<file path="config.mk">
export PLATFORM = sky130hd
export DESIGN_NAME = manual_panel_mode_controller
export DESIGN_NICKNAME = d
export VERILOG_FILES = /design/src/rtl/mpmc_pkg.sv /design/src/rtl/manual_panel_mode_controller.sv
export SDC_FILE = /design/constraint.sdc
export NUM_CORES = 1
export LEC_CHECK = 0
export BUFFER_PORTS_ARGS = -buffer_cell sky130_fd_sc_hd__buf_2
export CAP_MARGIN = 25
export CELL_PAD_IN_SITES_DETAIL_PLACEMENT = 1
export CELL_PAD_IN_SITES_GLOBAL_PLACEMENT = 1
export CORE_ASPECT_RATIO = 1.75
export CORE_UTILIZATION = 47
export CTS_CLUSTER_SIZE = 14
export DETAILED_ROUTE_END_ITERATION = 10
export PLACE_DENSITY_LB_ADDON = 0.05
export SLEW_MARGIN = 15
export SYNTH_ARGS = -nofsm -noshare
export SYNTH_HDL_FRONTEND = slang
export SYNTH_SLANG_ARGS = --single-unit
</file>
<file path="constraint.sdc">
create_clock -name clock -period 9.6 [get_ports clock]
set_clock_uncertainty 0.05 [all_clocks]
set_input_delay 1.92 -clock clock [delete_from_list [all_inputs] [get_ports clock]]
set_output_delay 1.92 -clock clock [all_outputs]
set_load 0.05 [all_outputs]
</file>
<file path="src/rtl/mpmc_pkg.sv">
// ----------------------------------------------------------------------------
// mpmc_pkg
// Types, codes and helpers for the manual panel mode controller.
// ----------------------------------------------------------------------------
package mpmc_pkg;

   // panel key bitmaps that act
   localparam logic [7:0] KEY_NONE      = 8'd0;
   localparam logic [7:0] KEY_MANUAL    = 8'd2;
   localparam logic [7:0] KEY_STEP      = 8'd3;
   localparam logic [7:0] KEY_FLASH     = 8'd4;
   localparam logic [7:0] KEY_FLASH_ALT = 8'd6;
   localparam logic [7:0] KEY_ALLRED    = 8'd8;
   localparam logic [7:0] KEY_ALLRED_ALT = 8'd10;
   localparam logic [7:0] KEY_NEXT_PH   = 8'd18;
   localparam logic [7:0] KEY_NEXT_DIR  = 8'd34;

   // panel status codes
   localparam logic [2:0] ST_NONE     = 3'd0;
   localparam logic [2:0] ST_ALLRED   = 3'd2;
   localparam logic [2:0] ST_FLASH    = 3'd3;
   localparam logic [2:0] ST_NEXT_PH  = 3'd4;
   localparam logic [2:0] ST_NEXT_DIR = 3'd5;
   localparam logic [2:0] ST_STEP     = 3'd6;

   // actions
   localparam logic [3:0] ACT_LOG      = 4'd0;
   localparam logic [3:0] ACT_AUTO_LED = 4'd1;
   localparam logic [3:0] ACT_SWITCH   = 4'd2;
   localparam logic [3:0] ACT_MANUAL   = 4'd3;
   localparam logic [3:0] ACT_STEP     = 4'd4;
   localparam logic [3:0] ACT_NEXT_ST  = 4'd5;
   localparam logic [3:0] ACT_TEMP_PAT = 4'd6;
   localparam logic [3:0] ACT_DIR      = 4'd7;
   localparam logic [3:0] ACT_RESTORE  = 4'd8;
   localparam logic [3:0] ACT_MAX      = ACT_RESTORE;

   // action values
   localparam logic [7:0] LOG_MANUAL_ON  = 8'd0;
   localparam logic [7:0] LOG_MANUAL_OFF = 8'd1;
   localparam logic [7:0] LOG_FLASH      = 8'd2;
   localparam logic [7:0] LOG_FLASH_OFF  = 8'd3;
   localparam logic [7:0] LOG_ALLRED     = 8'd4;
   localparam logic [7:0] LOG_ALLRED_OFF = 8'd5;
   localparam logic [7:0] LOG_STEP       = 8'd6;
   localparam logic [7:0] LED_OFF        = 8'd0;
   localparam logic [7:0] LED_ON         = 8'd1;
   localparam logic [7:0] SW_NORMAL      = 8'd0;
   localparam logic [7:0] SW_ALLRED      = 8'd253;
   localparam logic [7:0] SW_FLASH       = 8'd254;
   localparam logic [7:0] MANUAL_CODE    = 8'd4;
   localparam logic [7:0] VAL_ZERO       = 8'd0;

   localparam logic [1:0] PAT_ZERO = 2'd0;
   localparam logic [1:0] PAT_TEMP = 2'd1;

   localparam int AUTO_RETURN_MINUTES = 10;
   localparam logic [15:0] TIMEOUT_RESET = 16'(AUTO_RETURN_MINUTES * 600);
   localparam logic [15:0] IDLE_MAX = 16'hFFFF;

   localparam int MAX_WORDS = 4;

   typedef struct packed {
      logic [3:0] act;
      logic [7:0] val;
   } act_word_type;

   typedef struct packed {
      act_word_type [MAX_WORDS-1:0] ent;
      logic [2:0]                   cnt;
   } act_list_type;

   // append one word, dropping it when the list is full
   function automatic act_list_type push(act_list_type lst, logic [3:0] act, logic [7:0] val);
      act_list_type r;
      r = lst;
      if (lst.cnt < 3'(MAX_WORDS)) begin
         r.ent[lst.cnt[1:0]].act = act;
         r.ent[lst.cnt[1:0]].val = val;
         r.cnt = lst.cnt + 3'd1;
      end
      return r;
   endfunction

endpackage

</file>
<file path="src/rtl/manual_panel_mode_controller.sv">
// ----------------------------------------------------------------------------
// manual_panel_mode_controller
// Front-panel key decoder: tracks manual mode and panel status, emits the
// command words that each key reading causes.
// ----------------------------------------------------------------------------
//  channel | dir | handshake        | payload
//  req     | in  | tvalid / tready  | tdata: key_code, next_phase_busy, pattern_state
//  rsp     | out | tvalid / tready  | tdata: action, action_value; tlast: last
//  csr     | in  | wr_en            | wr_data: idle_timeout_limit
//
//  A reading is decoded in its accept cycle; its 0..4 words are loaded into a
//  word list and shifted one per cycle, while rsp is not stalled, into the
//  output register. The next reading is taken once the list holds at most its
//  final word and that word moves to the output register; readings without
//  words flow each cycle.
//  Synchronous active-high reset; a stalled rsp side holds the output register.
// ----------------------------------------------------------------------------
module manual_panel_mode_controller #(
   parameter int DIRECTION_COUNT = 4
) (
   input  logic        clock,
   input  logic        reset,
   input  logic        req_tvalid,
   output logic        req_tready,
   input  logic [15:0] req_tdata,   // [7:0] key_code, [8] next_phase_busy, [10:9] pattern_state
   output logic        rsp_tvalid,
   input  logic        rsp_tready,
   output logic [15:0] rsp_tdata,   // [3:0] action, [11:4] action_value
   output logic        rsp_tlast,   // last
   input  logic        csr_wr_en,
   input  logic [15:0] csr_wr_data  // idle_timeout_limit
);
   import mpmc_pkg::*;

   logic [15:0] limit_ff;
   logic [7:0]  prev_key_ff;
   logic        manual_ff, disp_manual_ff;
   logic [2:0]  status_ff, disp_status_ff;
   logic [15:0] idle_ff;
   logic [1:0]  dir_ff;

   logic        manual_in, disp_manual_in;
   logic [2:0]  status_in, disp_status_in;
   logic [15:0] idle_in;
   logic [1:0]  dir_in;
   act_list_type lst_in;

   act_list_type lst_ff;
   logic [2:0]   pend_ff;
   logic [1:0]   pos_ff;
   logic         out_vld_ff;
   act_word_type out_word_ff;
   logic         out_last_ff;

   logic [7:0] key;
   logic       busy;
   logic [1:0] pat;
   logic       skip, done;
   logic [1:0] dsel;
   logic       move, accept;

   assign key  = req_tdata[7:0];
   assign busy = req_tdata[8];
   assign pat  = req_tdata[10:9];

   always_comb begin
      manual_in      = manual_ff;
      status_in      = status_ff;
      disp_manual_in = disp_manual_ff;
      disp_status_in = disp_status_ff;
      idle_in        = idle_ff;
      dir_in         = dir_ff;
      lst_in         = '0;
      skip           = 1'b0;
      done           = 1'b0;
      // index below twice the count: one compare and subtract wraps it
      if (int'(dir_ff) >= DIRECTION_COUNT) dsel = dir_ff - 2'(DIRECTION_COUNT);
      else dsel = dir_ff;

      case (key)
         KEY_NONE: begin
            if (prev_key_ff == KEY_MANUAL) begin
               if (manual_in) begin
                  manual_in = 1'b0;
                  status_in = ST_NONE;
                  lst_in = push(lst_in, ACT_AUTO_LED, LED_ON);
                  lst_in = push(lst_in, ACT_LOG, LOG_MANUAL_OFF);
               end
            end else if (prev_key_ff == KEY_FLASH) begin
               status_in = ST_NONE;
               lst_in = push(lst_in, ACT_LOG, LOG_FLASH_OFF);
            end else if (prev_key_ff == KEY_ALLRED) begin
               status_in = ST_NONE;
               lst_in = push(lst_in, ACT_LOG, LOG_ALLRED_OFF);
            end
         end
         KEY_STEP: begin
            if (manual_in) status_in = ST_STEP;
         end
         KEY_MANUAL: begin
            if (prev_key_ff != KEY_NONE) begin
               skip = 1'b1;
            end else begin
               manual_in = 1'b1;
               lst_in = push(lst_in, ACT_AUTO_LED, LED_OFF);
               lst_in = push(lst_in, ACT_LOG, LOG_MANUAL_ON);
            end
         end
         KEY_FLASH: begin
            if (prev_key_ff == KEY_FLASH_ALT) manual_in = 1'b0;
            if (status_in != ST_FLASH) begin
               status_in = ST_FLASH;
               lst_in = push(lst_in, ACT_LOG, LOG_FLASH);
            end
         end
         KEY_ALLRED: begin
            if (prev_key_ff == KEY_ALLRED_ALT) manual_in = 1'b0;
            if (status_in != ST_ALLRED) begin
               status_in = ST_ALLRED;
               lst_in = push(lst_in, ACT_LOG, LOG_ALLRED);
            end
         end
         KEY_NEXT_PH: begin
            if (manual_in) status_in = ST_NEXT_PH;
         end
         KEY_NEXT_DIR: begin
            if (manual_in) status_in = ST_NEXT_DIR;
         end
         default: skip = 1'b1;
      endcase

      if (!skip) begin
         if (status_in == disp_status_ff && manual_in == disp_manual_ff) begin
            if (!manual_in) begin
               done = 1'b1;
            end else begin
               if (idle_in != IDLE_MAX) idle_in = idle_in + 16'd1;
               if (idle_in > limit_ff) begin
                  manual_in = 1'b0;
                  status_in = ST_NONE;
                  idle_in   = '0;
                  lst_in = push(lst_in, ACT_AUTO_LED, LED_ON);
               end
            end
         end else begin
            idle_in = '0;
         end

         if (!done) begin
            if (status_in == ST_ALLRED) begin
               if (disp_status_ff == ST_ALLRED) done = 1'b1;
               else lst_in = push(lst_in, ACT_SWITCH, SW_ALLRED);
            end else if (status_in == ST_FLASH) begin
               if (disp_status_ff == ST_FLASH) done = 1'b1;
               else lst_in = push(lst_in, ACT_SWITCH, SW_FLASH);
            end else if (manual_in) begin
               if (!disp_manual_ff) lst_in = push(lst_in, ACT_MANUAL, MANUAL_CODE);
               if (status_in == ST_STEP) begin
                  lst_in = push(lst_in, ACT_STEP, VAL_ZERO);
                  lst_in = push(lst_in, ACT_LOG, LOG_STEP);
               end else if (status_in == ST_NEXT_PH) begin
                  if (busy) done = 1'b1;
                  else lst_in = push(lst_in, ACT_NEXT_ST, VAL_ZERO);
               end else if (status_in == ST_NEXT_DIR) begin
                  if (pat == PAT_ZERO) lst_in = push(lst_in, ACT_TEMP_PAT, VAL_ZERO);
                  lst_in = push(lst_in, ACT_DIR, {6'd0, dsel});
                  if (int'(dsel) + 1 >= DIRECTION_COUNT) dir_in = 2'd0;
                  else dir_in = dsel + 2'd1;
               end
            end else if (status_in == ST_NONE) begin
               if (pat == PAT_TEMP) lst_in = push(lst_in, ACT_RESTORE, VAL_ZERO);
               lst_in = push(lst_in, ACT_SWITCH, SW_NORMAL);
            end
         end

         // dispatched copies follow only when the dispatch went through
         if (!done) begin
            disp_status_in = status_in;
            disp_manual_in = manual_in;
         end
      end
   end

   assign move       = (pend_ff != 3'd0) && (!out_vld_ff || rsp_tready);
   assign req_tready = (pend_ff == 3'd0) || (pend_ff == 3'd1 && move);
   assign accept     = req_tvalid && req_tready;

   always_ff @(posedge clock) begin
      if (reset) begin
         limit_ff       <= TIMEOUT_RESET;
         prev_key_ff    <= '0;
         manual_ff      <= 1'b0;
         status_ff      <= ST_NONE;
         disp_manual_ff <= 1'b0;
         disp_status_ff <= ST_NONE;
         idle_ff        <= '0;
         dir_ff         <= '0;
         pend_ff        <= '0;
         pos_ff         <= '0;
         out_vld_ff     <= 1'b0;
      end else begin
         if (csr_wr_en) limit_ff <= csr_wr_data;
         if (accept) begin
            prev_key_ff    <= key;
            manual_ff      <= manual_in;
            status_ff      <= status_in;
            disp_manual_ff <= disp_manual_in;
            disp_status_ff <= disp_status_in;
            idle_ff        <= idle_in;
            dir_ff         <= dir_in;
         end
         if (move) begin
            out_vld_ff <= 1'b1;
         end else if (rsp_tready) begin
            out_vld_ff <= 1'b0;
         end
         if (accept) begin
            pend_ff <= lst_in.cnt;
            pos_ff  <= '0;
         end else if (move) begin
            pend_ff <= pend_ff - 3'd1;
            pos_ff  <= pos_ff + 2'd1;
         end
      end
   end

   always_ff @(posedge clock) begin
      if (accept) lst_ff <= lst_in;
      if (move) begin
         out_word_ff <= lst_ff.ent[pos_ff];
         out_last_ff <= (pend_ff == 3'd1);
      end
   end

   assign rsp_tvalid = out_vld_ff;
   assign rsp_tdata  = {4'd0, out_word_ff.val, out_word_ff.act};
   assign rsp_tlast  = out_last_ff;

   a_pend_range: assert property (@(posedge clock) disable iff (reset)
      pend_ff <= 3'(MAX_WORDS))
      else $error("word list count out of range");

   a_dir_range: assert property (@(posedge clock) disable iff (reset)
      int'(dir_ff) < DIRECTION_COUNT)
      else $error("direction index beyond count");

   a_act_range: assert property (@(posedge clock) disable iff (reset)
      rsp_tvalid |-> out_word_ff.act <= ACT_MAX)
      else $error("undefined action code");

   a_load: assert property (@(posedge clock) disable iff (reset)
      (accept && lst_in.cnt != 3'd0) |=> (pend_ff != 3'd0 && pos_ff == 2'd0))
      else $error("word list not loaded after accept");

endmodule
</file>
# Yosys cells after proc, flatten, opt, wreduce, memory -nomap -nowiden
# Cells that the tools add are included.
# totals
ff_bits	117
out_inout_bits	19
elab_cells	304
# classes
n_addsub	13
n_lt_le_gt_ge	27
eq_ne	26
n_mux	181
bitwise_logic	7
reduce_logical	28
# ops
cell	n
$mux 51	60
$bwmux 48	25
$demux 12 s2	16
$pmux 51 s4	1
$mux 16	7
$mux 12	9
$mux 15	5
$mux 8	8
$mux 3	16
$lt 2x3->1 const B	9
$mux 1	25
$add 3x1->3 const B	8
$bmux 12 s2	1
$eq 8x2->1 const B	3
$eq 8x3->1 const B	3
$eq 8x4->1 const B	3
$lt 3x3->1 const B	8
$mux 6	3
$pmux 3 s6	1
$add 16x1->16 const B	1
$ge 2x1->1 const B	8
$gt 16x16->1	1
$ne 16x16->1 const B	1
$eq 3x2->1 const B	4
31 further kinds	56

# Depth between registers and ports, before layout
# Gate-level depths: netlist of run 1.
# depth
ltp_word	69
depth_mapped	37

# Least setup slack after synthesis of run 1
# OpenSTA, ideal clock, no wires.
# synth_path
path_type	flip-flop to flip-flop
start	register idle_ff[6]
end	register lst_ff[12] (netlist bit) (data pin)
setup_ns	0.264
arrival_time_ns	6.454
setup_slack_ns	2.833
stages_incl_launch_ff	35
path_buffers	6
cell_sequence	dfxtp_1 > clkbuf_1 > nand4_1 > nor3_1 > and3_1 > nand2_1 > and2_1 > clkbuf_1 > and4_1 > nand2_1 > xnor2_1 > ha_1 > nand2_1 > or4_1 > a21o_1 > a31oi_1 > and4_4 > buf_12 > buf_6 > nand2_2 > o21ai_0 > inv_1 > ha_1 > nor2b_1 > a31oi_1 > buf_2 > buf_2 > o21a_1 > ha_1 > nor2b_1 > nor2_1 > or3_1 > a21oi_1 > o31a_1 > o21ai_0
# synth_between
elab_chain_len	46
elab_cells_between_ends	131
cone_classes	3 x add/sub; 16 x order compare; 6 x eq/ne; 100 x mux; 6 x reduce/logical
# synth_rtl
item	line	rtl
start, declared	manual_panel_mode_controller.sv:39	logic [15:0] idle_ff;
start signal, assigned	manual_panel_mode_controller.sv:209	idle_ff <= idle_in;
$add 16x1->16 or $ne 16x16->1 (tied branches)	manual_panel_mode_controller.sv:137	if (idle_in != IDLE_MAX) idle_in = idle_in + 16'd1;
$mux 16 (*)	manual_panel_mode_controller.sv:137	
$mux 16 (*)	manual_panel_mode_controller.sv:134	if (!manual_in) begin
$mux 16 (*)	manual_panel_mode_controller.sv:133	if (status_in == disp_status_ff && manual_in == disp_manual_ff) begin
$mux 16 (*)	manual_panel_mode_controller.sv:132	if (!skip) begin
$gt 16x16->1 (*)	manual_panel_mode_controller.sv:138	if (idle_in > limit_ff) begin
branches (longest 38 deep; another with $add 3x1->3)	-	
$mux 51 (*)	manual_panel_mode_controller.sv:149	if (!done) begin
$mux 51 (*)	manual_panel_mode_controller.sv:132	
end signal, assigned	manual_panel_mode_controller.sv:228	if (accept) lst_ff <= lst_in;
end, declared	manual_panel_mode_controller.sv:48	act_list_type lst_ff;
# Every way passes the cells marked *. The select of a mux whose other input is x is not followed.
# A chain may end at the register's enable or synchronous reset.

# Worst setup path in the final report of run 1
# layout_path
start	register idle_ff[6]
end	register pend_ff[1]
# layout_between
elab_chain_len	40
elab_cells_between_ends	86
cone_classes	6 x add/sub; 6 x order compare; 6 x eq/ne; 67 x mux; 1 x reduce/logical
# layout_rtl
item	line	rtl
$add 16x1->16 or $ne 16x16->1 (tied branches)	manual_panel_mode_controller.sv:137	
$mux 16 (*)	manual_panel_mode_controller.sv:137	
$mux 16 (*)	manual_panel_mode_controller.sv:134	
$mux 16 (*)	manual_panel_mode_controller.sv:133	
$mux 16 (*)	manual_panel_mode_controller.sv:132	
$gt 16x16->1 (*)	manual_panel_mode_controller.sv:138	
$mux 51	manual_panel_mode_controller.sv:138	
$mux 51	manual_panel_mode_controller.sv:134	
[... 24 more ...]	-	
$mux 51	manual_panel_mode_controller.sv:161	end else if (status_in == ST_NEXT_PH) begin
$mux 51	manual_panel_mode_controller.sv:158	if (status_in == ST_STEP) begin
$mux 51	manual_panel_mode_controller.sv:156	end else if (manual_in) begin
$mux 51	manual_panel_mode_controller.sv:153	end else if (status_in == ST_FLASH) begin
$mux 51	manual_panel_mode_controller.sv:150	if (status_in == ST_ALLRED) begin
$mux 51 (*)	manual_panel_mode_controller.sv:149	
$mux 51 (*)	manual_panel_mode_controller.sv:132	
$mux 3 (*)	manual_panel_mode_controller.sv:217	if (accept) begin
end signal, assigned	manual_panel_mode_controller.sv:218	pend_ff <= lst_in.cnt;
end signal, assigned	manual_panel_mode_controller.sv:221	pend_ff <= pend_ff - 3'd1;
end, declared	manual_panel_mode_controller.sv:49	logic [2:0] pend_ff;
# Mark *: on every way between the ends. The rest lies on a longest branch, timed or not. The select of a mux whose other input is x is not followed.

==> metrics, run 1 <==
status finished, final reports clean; Clock Root Buffer clkbuf_16; Avg Vias per Cell between 6 and 7; max-cap viol count 0; min Tclk post-route about 8.7 ns; synthesis-to-finish area growth 7.715%; CP required 9.74 ns; Vias between 7000 and 8000; number of synthesized flops with an enable pin ~40; final non-filler cell area between 8000 and 9000 µm²; Post-CTS Setup Inserts 0; Area after DPL about 8200 µm²; Worst path slowest cell or4_1; drt pass-1 iters 5; post-CTS sizing 0; top-count cell post-synth nand2_1; Power Density 169.0 nW/µm²; CORE AREA 16370 µm²; Place WS about 1.1 ns; I/O pins 56; Hold Vio Cnt, Final 0; Sink Count 97; Mean Syn Cell Area 8.331 µm²; WHS Path Cells 2; remaining design rule violation count 0; Peak supply drop 147.9 µV; leading cell types by count after synthesis nand2_1 (86), nor2_1 (85), a21oi_1 (77); critical hold path startpoint prev_key_ff[7]$_SDFFE_PP0P_; unrepaired setup endpoints after global routing false; relative slew slack 0.2437; WS Path Type reg -> reg; Crit. Startpoint idle_ff[6]$_SDFFE_PP0P_; Mapped Cells 946; ANT cells 0; Avg WL per Cell 25.28 µm; total leakage power 3.288 nW; initial antenna violation count 0; largest cells by area after synthesis edfxtp_1 (16%), dfxtp_1 (14%), ha_1 (7.0%); nature of the critical path endpoint flip-flop; first-pass GRT wire length 46090 µm; post-synth top area cell edfxtp_1; setup_tns 0 ns; clock latency on the worst-skew pair 0.36 ns; nets between 1000 and 1500; layout cells sized above 1 0.1322; max-slew violations 0; Synth Register Bits 97; fin cells 1185; DRT iter0 DRCs between 300 and 400; Max stage delay on crit path 0.61 ns; sequential area share after synthesis 0.2985; TritonCTS Buffers 9; vias in the first global route 8131; Critical Path AT 8.81 ns; Max Clk Rate 0.1154 GHz; setup ws final 0.9342 ns; Die W between 90 and 100 µm; reg2reg start idle_ff[6]$_SDFFE_PP0P_; cell mode on critical path ha_1; worst reg-to-reg path cell count 30; clock transition at the registers of the reported paths 0.07 ns; GRT Util Overall 0.3530; remaining antenna violation count after routing 0; CTS Buffer Depth 2; Yosys warning count 0; CTS Hold Bufs 0; area share of the largest cell type after synthesis 0.1562; Async SR Flop Fraction 0; grt ovf 0; PortBufs 46; endpoints failing setup 0; Starting Density 0.4815; DIE HEIGHT between 150 and 200 µm; maximum fanout along the worst path 16; CTS tree built; Cell Rows 62; gpl congestion between 0.9 and 1; Die ar. 17310 µm²; Post-DP HPWL 23310 µm; hold crit path type reg -> reg; fin util 0.5187; Slew @ Worst Pin 1.134 ns; Post-Place Cells around 1200; synth unique cells 102; Routed WL roughly 30000 µm; largest net degree at the start of global routing 50; htree depth 3; Startpoint Class flip-flop; Primary FF master, synth dfxtp_1; Tcrit/Tclk final 0.9027; synthesized area 7881 µm²
registers in the layout, summed over array words and instances, names as in the netlist:
register	flops
dir_ff	2
disp_manual_ff	1
disp_status_ff	3
idle_ff	16
limit_ff	16
lst_ff	32
manual_ff	1
pend_ff	3
pos_ff	2
prev_key_ff	8
rsp_tdata	8
rsp_tlast	1
rsp_tvalid	1
status_ff	3
path summary, 6_finish.rpt:
kind                                                    end  slack (ns)
worst max-delay path                pend_ff[1]$_SDFFE_PP0P_        0.93
worst min-delay path            prev_key_ff[7]$_SDFFE_PP0P_        0.42
worst max register to register      pend_ff[1]$_SDFFE_PP0P_        0.93
worst min register to register  prev_key_ff[7]$_SDFFE_PP0P_        0.42
where the power goes:
group / switching (mW) / internal (mW)
Combinational: 0.330 / 0.134
Clock: 0.171 / 0.209
Sequential: 0.0494 / 0.542
Total: 0.550 / 0.885
through the flow:
stage	hold slack, ns	power (mW)
after global placement	0.3937	1.038
after global routing	0.4376	1.500
after CTS	0.4247	1.445
after floorplan	0.3860	0.9378
final	0.4202	1.435
after detailed placement	0.4157	1.063
layer usage:
| metal | up-vias | track usage | wire length, µm |
|---|---|---|---|
| li1 | 3513 | - | - |
| met1 | 3807 | 0.3494 | 10450 |
| met2 | 224 | 0.6736 | 16470 |
| met3 | 116 | 0.04032 | 978 |
| met4 | 0 | 0.2267 | 2064 |
| met5 | - | 0 | 0 |
cell families after synthesis:
logic type	after synthesis	share of synthesized area
fa+ha+maj	44	0.06985
buf+inv	107	0.06160
mux	28	0.04858
simple gates	371	0.2459
other cells	1	0.0004758
flops	97	0.2985
compound gates	272	0.2462
xor+xnor	26	0.02889
cells in the final DEF (no fill, tap or decap), types with 16 or more instances in the layout:
cell type	synthesis	layout
a31oi_1	24	24
dfxtp_1	56	56
xnor2_1	16	16
a21oi_1	77	77
mux2i_1	18	18
ha_1	44	44
inv_1	40	40
o211ai_1	24	24
o21ai_0	38	38
buf_2	11	46
nor3_1	22	22
and3_1	17	17
edfxtp_1	41	41
nor2b_1	16	16
nand2_1	86	86
nand3_1	36	36
and2_1	20	20
nor2_1	85	85
final cells by class:
cell class                 instances  area [µm²]
tap                              224       280.3
timing repair buffer              58       320.3
fill                            1960        7879
multi-input combinational        745        5055
clock inverter                     7       87.58
sequential                        97        2352
clock buffer                       9       225.2
inverter                          45       168.9
worst max-delay path, delay by kind of cell, from the launching register on:
kind / cells / cell delay (ns)
flip-flops: 1 / 0.47
buffers and inverters: 1 / 0.10
adder cells (fa/ha/maj): 4 / 1.37
AND/OR/NAND/NOR: 15 / 4.16
XOR/XNOR: 1 / 0.15
AO/OA/AOI/OAI: 9 / 2.19
Note: power is estimated with default switching activity, not from simulation.
==> run 2: changes to the inputs <==
ABC_AREA = 1   (was unset)
CORE_UTILIZATION = 45   (was 47)
==> run 2 against run 1 <==
Against the previous run:
- sequential share of layout area is 0.15 points higher
- die area is 2.5% higher
- setup slack better by 1.9 ns
- first-iteration DRC count is 13% lower
- critical endpoint unchanged
- highest routed layer unchanged
==> metrics, run 2 <==
status finished, final reports clean; Peak supply drop 138.7 µV; Worst path slowest cell ha_1; Synth Area in Simple Gates 0.3111; total leakage power 3.895 nW; area share of the largest cell type after synthesis 0.1591; Place WS 2.456 ns; most frequent cells in the layout nand2_1 (194), inv_1 (151), nor2_1 (129), a21oi_1 (88), o21ai_0 (86); clock share of power 0.261; clock latency on the worst-skew pair 0.36 ns; Clock Root Buffer clkbuf_16; Synth Area in Adders 0.07114; remaining antenna violation count after routing 0; largest cells by area after synthesis edfxtp_1 (16%), dfxtp_1 (14%), nand2_1 (9.4%); CP bufs+invs 9; max-slew violations 0; Max Clk Rate 0.1468 GHz; largest registers lst_ff (32), idle_ff (16), limit_ff (16); Sequential Power Share 0.419; Cell Rows 63; CP required 9.83 ns; critical path's top delay family simple AND/OR/NAND/NOR gates; synth unique cells a little over 60; DRT iter0 DRCs 332; min Tclk post-route approximately 7 ns; max-cap viol count 0; nature of the critical path endpoint flip-flop; Sink Count 97; gpl congestion approximately 1.0; hold crit path type reg -> reg; GRT Util Overall 0.3009; synthesized area approximately 7700 µm²; switching share of power 0.4047; Power Density about 160 nW/µm²; I/O pins 56; setup_tns 0 ns; drt pass-1 iters 4; compound-cell area share of the yosys netlist 0.1948; DIE HEIGHT 175.5 µm; Most Used Layer, Global Route met2; met1 GRT Util 0.3206; mux cell area share after synthesis 0; most common cell after layout, fill and taps aside nand2_1; CORE AREA 16870 µm²; Avg Vias per Cell around 5.5; TritonCTS Buffers 9; XOR/XNOR share of the synthesized area 0.01019; clock transition at the registers of the reported paths 0.07 ns; nets 1216; endpoints failing setup 0; met2 usage 0.5782; maximum fanout along the worst path 8; htree depth 3; WS Path Type in -> reg; grt ovf 0; unrepaired setup endpoints after global routing false; setup ws final between 2 and 3 ns; leading cell types by count after synthesis nand2_1 (194), inv_1 (151), nor2_1 (129); Mean Syn Cell Area a little over 7 µm²; ANT cells 0; remaining design rule violation count 0; PortBufs 46; most flop-heavy register lst_ff; post-CTS sizing 0; first-pass GRT wire length 40540 µm; Routed WL 25430 µm; CTS Hold Bufs 0; Startpoint Class input pin; Critical Path AT around 7.0 ns; Pint 0.8119 mW; Primary FF master, synth dfxtp_1; cell mode on critical path nand2_1; Avg WL per Cell 18.60 µm; Vias 7566; Die W about 100 µm; Synth Register Bits slightly below 100; initial antenna violation count 0; layout cells sized above 1 0.1491; Hold Vio Cnt, Final 0; Comb power frac 0.320; Post-DP HPWL 20520 µm; vias in the first global route 7847; Die ar. 17750 µm²; sequential area share after synthesis 0.3040; Async SR Flop Fraction 0; Mapped Cells 1098; number of synthesized flops with an enable pin between 40 and 50; post-synth top area cell edfxtp_1; CTS tree built; top-count cell post-synth nand2_1; Max stage delay on crit path ~0.35 ns; Yosys warning count 0; Tcrit/Tclk final 0.7094; Psw roughly 0.55 mW; Slew @ Worst Pin 0.8969 ns; M3 GR Usage 0.02825; Starting Density 0.4588; Largest register FFs 32; largest net degree at the start of global routing 38; synthesis-to-finish area growth 9.119%; CTS Buffer Depth 2; Post-CTS Setup Inserts 0; relative slew slack 0.4020; main combinational cell family by area after synthesis simple AND/OR/NAND/NOR gates
==> run 2: cell types whose count changed after synthesis, moves of 18 or more <==
cell,delta
nand2_1,+108
inv_1,+111
o21ai_0,+48
mux2i_1,-18
inv_2,+20
clkbuf_1,-18
nor2_1,+44
nand2_2,+21
and2_1,-20
==> run 2: area by class of cell <==
type | instances | area [µm²]
clock buffers | 9 | 225.2
repair buffers | 51 | 287.8
fillers | 2291 | 8424
inverters | 178 | 680.7
well taps | 227 | 284.0
flip-flops and latches | 97 | 2352
multi-input cells | 798 | 4559
clock inverters | 7 | 55.05
==> run 2: metrics by stage <==
step | std cells | utilization | cell area (µm²) | total power, mW | hold WS (ns)
after detailed placement | 1350 | 0.4823 | 8137 | 1.022 | 0.4137
final | 1367 | 0.5006 | 8444 | 1.364 | 0.4198
after global placement | 1350 | 0.4823 | 8137 | 1.010 | 0.4045
after global routing | 1367 | 0.5006 | 8444 | 1.432 | 0.4403
after CTS | 1366 | 0.4990 | 8417 | 1.378 | 0.4250
after floorplan | 1101 | - | 7750 | 0.9115 | 0.3894
==> run 2: power by group through the flow <==
stage	Sequential, mW	Combinational, mW	Clock [mW]
finish	0.571	0.437	0.356
global route	0.581	0.476	0.374
CTS	0.572	0.443	0.362
detailed placement	0.581	0.441	0
global placement	0.578	0.432	0
floorplan	0.646	0.265	0
==> run 2: worst min-delay path, cell delays in order, from the launching register on <==
cell     delay [ns]
dfxtp_1        0.31
nand2_1        0.06
a21oi_1        0.06
==> run 2: layer usage <==
| layer | share of wire | vias up | wire, µm |
|---|---|---|---|
| met5 | 0 | - | 0 |
| met4 | 0.042 | 0 | 1073 |
| met3 | 0.026 | 51 | 665 |
| met2 | 0.54 | 135 | 13770 |
| met1 | 0.39 | 3651 | 9918 |
| li1 | - | 3729 | - |
==> run 2: logic make-up after synthesis <==
| family | Yosys count |
|---|---|
| AND/OR/NAND/NOR | 480 |
| buffers and inverters | 206 |
| XOR/XNOR | 9 |
| adder cells (fa/ha/maj) | 44 |
| AO/OA/AOI/OAI | 261 |
| flip-flops | 97 |
| other | 1 |
==> run 2: final timing paths <==
path	from	end	slack (ns)	cells after the start
worst max register to register	idle_ff[0]$_SDFFE_PP0P_	pend_ff[1]$_SDFFE_PP0P_	2.83	50
worst max-delay path	req_tdata[0]	pend_ff[1]$_SDFFE_PP0P_	2.79	43
worst min-delay path	pend_ff[1]$_SDFFE_PP0P_	pend_ff[1]$_SDFFE_PP0P_	0.42	2
worst min register to register	pend_ff[1]$_SDFFE_PP0P_	pend_ff[1]$_SDFFE_PP0P_	0.42	2
